[src/rtl/mbmg_div.sv]
// ----------------------------------------------------------------------------
// mbmg_div: iterative unsigned restoring divider
// One quotient bit per cycle; done pulses once after the last step.
// ----------------------------------------------------------------------------
`default_nettype none

module mbmg_div #(
  parameter int DW = 24,
  parameter int VW = 8
) (
  input  wire logic          clk,
  input  wire logic          rst_n,
  input  wire logic          start,
  input  wire logic [DW-1:0] dividend,
  input  wire logic [VW-1:0] divisor,
  output logic               done,
  output logic [DW-1:0]      quotient
);

  localparam int CW = (DW > 1) ? $clog2(DW) : 1;

  logic [DW-1:0] quo_r, quo_nxt;
  logic [VW-1:0] rem_r, rem_nxt;
  logic [VW-1:0] dvs_r;
  logic [CW-1:0] cnt_r;
  logic          run_r;
  logic          done_r;
  logic [VW:0]   trial;
  logic [VW:0]   diff;
  logic          fits;

  // shift in the next dividend bit and try a subtract
  always_comb begin
    trial   = {rem_r, quo_r[DW-1]};
    diff    = trial - {1'b0, dvs_r};
    fits    = (trial >= {1'b0, dvs_r});
    rem_nxt = fits ? diff[VW-1:0] : trial[VW-1:0];
    quo_nxt = {quo_r[DW-2:0], fits};
  end

  // control: run for DW steps, pulse done at the end
  always_ff @(posedge clk) begin
    if (!rst_n) begin
      run_r  <= 1'b0;
      done_r <= 1'b0;
      cnt_r  <= '0;
    end else begin
      done_r <= 1'b0;
      if (start) begin
        run_r <= 1'b1;
        cnt_r <= CW'(DW - 1);
      end else if (run_r) begin
        cnt_r <= cnt_r - 1'b1;
        if (cnt_r == '0) begin
          run_r  <= 1'b0;
          done_r <= 1'b1;
        end
      end
    end
  end

  // datapath: load operands, then step
  always_ff @(posedge clk) begin
    if (start) begin
      quo_r <= dividend;
      rem_r <= '0;
      dvs_r <= divisor;
    end else if (run_r) begin
      quo_r <= quo_nxt;
      rem_r <= rem_nxt;
    end
  end

  assign done     = done_r;
  assign quotient = quo_r;

endmodule

`default_nettype wire

[config.mk]
export PLATFORM = sky130hd
export DESIGN_NAME = mbmg_div
export DESIGN_NICKNAME = d
export VERILOG_FILES = /design/src/rtl/mbmg_div.sv
export SDC_FILE = /design/constraint.sdc
export NUM_CORES = 1
export LEC_CHECK = 0
export BUFFER_PORTS_ARGS = -buffer_cell sky130_fd_sc_hd__buf_4
export CAP_MARGIN = 20
export CORE_MARGIN = 3
export CORE_UTILIZATION = 50
export DETAILED_ROUTE_END_ITERATION = 12
export GPL_TIMING_DRIVEN = 0
export HOLD_SLACK_MARGIN = 0.02
export PLACE_DENSITY = 0.77
export SETUP_SLACK_MARGIN = 0.5
export SLEW_MARGIN = 30
export SYNTH_ARGS = -nofsm -noshare
export SYNTH_HDL_FRONTEND = slang
export SYNTH_SLANG_ARGS = --single-unit
[constraint.sdc]
create_clock -name clk -period 3.7 [get_ports clk]
set_clock_uncertainty 0.05 [all_clocks]
set_input_delay 0.37 -clock clk [delete_from_list [all_inputs] [get_ports clk]]
set_output_delay 0.37 -clock clk [all_outputs]
set_load 0.01 [all_outputs]
==> impl_metrics.yaml <==
critical_path:
  worst-endpoint-arrival_ns: 1.98
  crit_type: "in -> reg"
  end_kind: "flip-flop"
  r2r_slack_ns: 1.59
  crit_path_max_incr_delay_ns: 0.81
  crit_family: "buffers and inverters"
  crit_fanout: 24
  slowest_stage: "clkinv_1"
  crit_required_ns: 3.44
  critPathLaunchType: "input pin"
  crit_chain: "buf_4 -> clkbuf_1 -> nor2_1 -> clkinv_1"
  crit_buf_inv: 3
finish:
  antenna_cells: 0
  layout-drive-gt1-share_pct: 39.8
  nets: 295
  area_growth_pct: 26.7
die:
  start_util_pct: 52.3
  die_y_um: 73.9
  pin_count: 60
  die_area_um2: 5470
  die-width_um: 73.9
  rows: 24
  core-area_um2: 4410
sta:
  hold_viol: 0
  fmaxAchievable_mhz: 445
  setup_viol: 0
  fin_ws_ns: 1.46
  max_slew.worst_pin.slew_ns: 0.840
  rsz0062_at_grt: "no"
  report.final.slew_viol_count: 0
  fin_crit_ns: 2.24
  setup-tns-final_ns: 0
  finalCritPeriodShare_pct: 60.7
  relSlewSlack_pct: 43.7
cts:
  clockBufferDepth: 2
  cts.sinks: 47
  clk_latency_ns: 0.30
  clockRootBuffer: "clkbuf_8"
  clk_pin_slew_ns: 0.08
  post_cts_buffers: 0
  cts_hold_buf: 0
  cts_tree: "yes"
  cts_buffers: 5
  ctsResizeCount: 0
  cts_max_level: 2
synthesis:
  yosysTopAreaCell: "edfxtp_1"
  synthArstFlopShare_pct: 0
  ys_top_cells_by_area: "edfxtp_1 42%, dfxtp_1 13%, mux2_2 12%, ha_1 4.9%, inv_1 2.3%"
  syn_inst: 184
  ys.flop_type: "edfxtp_1"
  synth-seq-cells: 47
  synth-edff-count: 32
  yosysSeqAreaShare_pct: 54.6
  synthTopCellsByCount: "32 x edfxtp_1, 24 x mux2_2, 15 x dfxtp_1"
  synth_nets: 229
  syn_area_um2: 2310
  synth_area_per_cell_um2: 12.5
  synth_cell_type_count: 39
  yosysTopAreaCellShare_pct: 41.6
  yosysMostFrequentCell: "edfxtp_1"
  yosys_warnings: 0
job:
  maxCapViolCount: 0
pwr:
  vdd_drop_max_mv: 0.293
  leakage_nw: 1.24
  p_per_area_nw_per_um2: 424
routing:
  wl_um: 4510
  drc: 0
  firstDrtPassIters: 4
  viasPerCell: 5.24
  drtIter0Drc: 64
  wl_per_cell_um: 14.9
  vias: 1589
  antenna_left: 0
placed_design:
  pre_cts_ws_ns: 1.42
  dp_hpwl_um: 3420
  port_buffers: 59
  place_congestion: 0.851
grt:
  antenna_found_initial: 0
  grt_max_degree: 25
  grt_pass1_vias: 1693
  grt-ovfl-total: 0
  grt_pass1_wl_um: 7780
  grt_use_total_pct: 18.8
status:
  outcome: "finished, final reports clean"
hold_path:
  hp-class: "in -> reg"
logic make-up after synthesis:
logic type      share of synthesized area (%)
compound gates                           10.0
xor+xnor                                 3.41
flops                                    54.6
simple gates                             8.08
fa+ha+maj                                5.75
mux                                      14.5
buf+inv                                  3.58
routing by layer:
layer | up-vias | wire length (um) | global-route usage (%)
met2 | 41 | 2250 | 30.6
li1 | 798 | - | -
met5 | - | 0 | 0
met1 | 743 | 1920 | 23.3
met3 | 7 | 265 | 6.49
met4 | 0 | 74 | 6.64
through the flow:
stage | total power [W] | cells | cell area [um^2] | hold WS [ns] | utilization, %
2_1_floorplan | 0.000788 | 184 | 2310 | 0.394 | -
3_3_place_gp | 0.000884 | 295 | 2820 | 0.416 | 63.8
3_5_place_dp | 0.000890 | 295 | 2820 | 0.413 | 63.8
4_1_cts | 0.00125 | 303 | 2920 | 0.188 | 66.2
5_1_grt | 0.00130 | 303 | 2920 | 0.173 | 66.2
6_report | 0.00124 | 303 | 2920 | 0.193 | 66.2
cell usage in the layout, fill, tap and decap left out, types with 2 or more instances in the layout:
master,netlist,final
nor2_1,12,12
clkbuf_1,4,4
inv_1,14,13
buf_4,0,59
dfxtp_1,15,15
clkinv_1,0,2
xnor2_1,4,4
ha_1,9,9
nor2b_1,3,3
a21oi_1,2,2
nand2b_1,6,6
xor2_1,5,5
a211oi_1,2,2
nand2_1,9,9
mux2_2,24,24
mux2i_1,5,5
edfxtp_1,32,32
nor3_1,3,3
or2_2,3,3
o21ai_0,4,4
clkbuf_8,0,5
a21o_1,3,3
a31oi_1,2,2
o21a_1,5,5
worst paths after layout:
check / from / endpoint / cells after the start
hold / removal: divisor[6] / dvs_r[6] / 1
setup / recovery: start / quotient[22] / 4
hold reg to reg: cnt_r[4] / done / 1
setup reg to reg: run_r / quotient[22] / 2
area by class of cell:
type                            count  area (um^2)
Clock inverter                      3         38.8
Tap cell                           52         65.1
Inverter                           14         52.6
Buffer                              6         30.0
Fill cell                         342         1490
Multi-Input combinational cell    117          965
Sequential cell                    47         1260
Timing Repair Buffer               59          443
Clock buffer                        5         68.8
power breakdown:
group	switching [W]	internal (W)	leakage (nW)
clock	0.000164	0.000198	0.0556
combinational	0.000110	0.000128	0.740
sequential	0.0000249	0.000615	0.443
state kept, by name, indices dropped and copies added, names as in the netlist:
register	count
cnt_r	5
done	1
dvs_r	8
quotient	24
rem_r	8
run_r	1
Power figures use the tool's default switching activity.
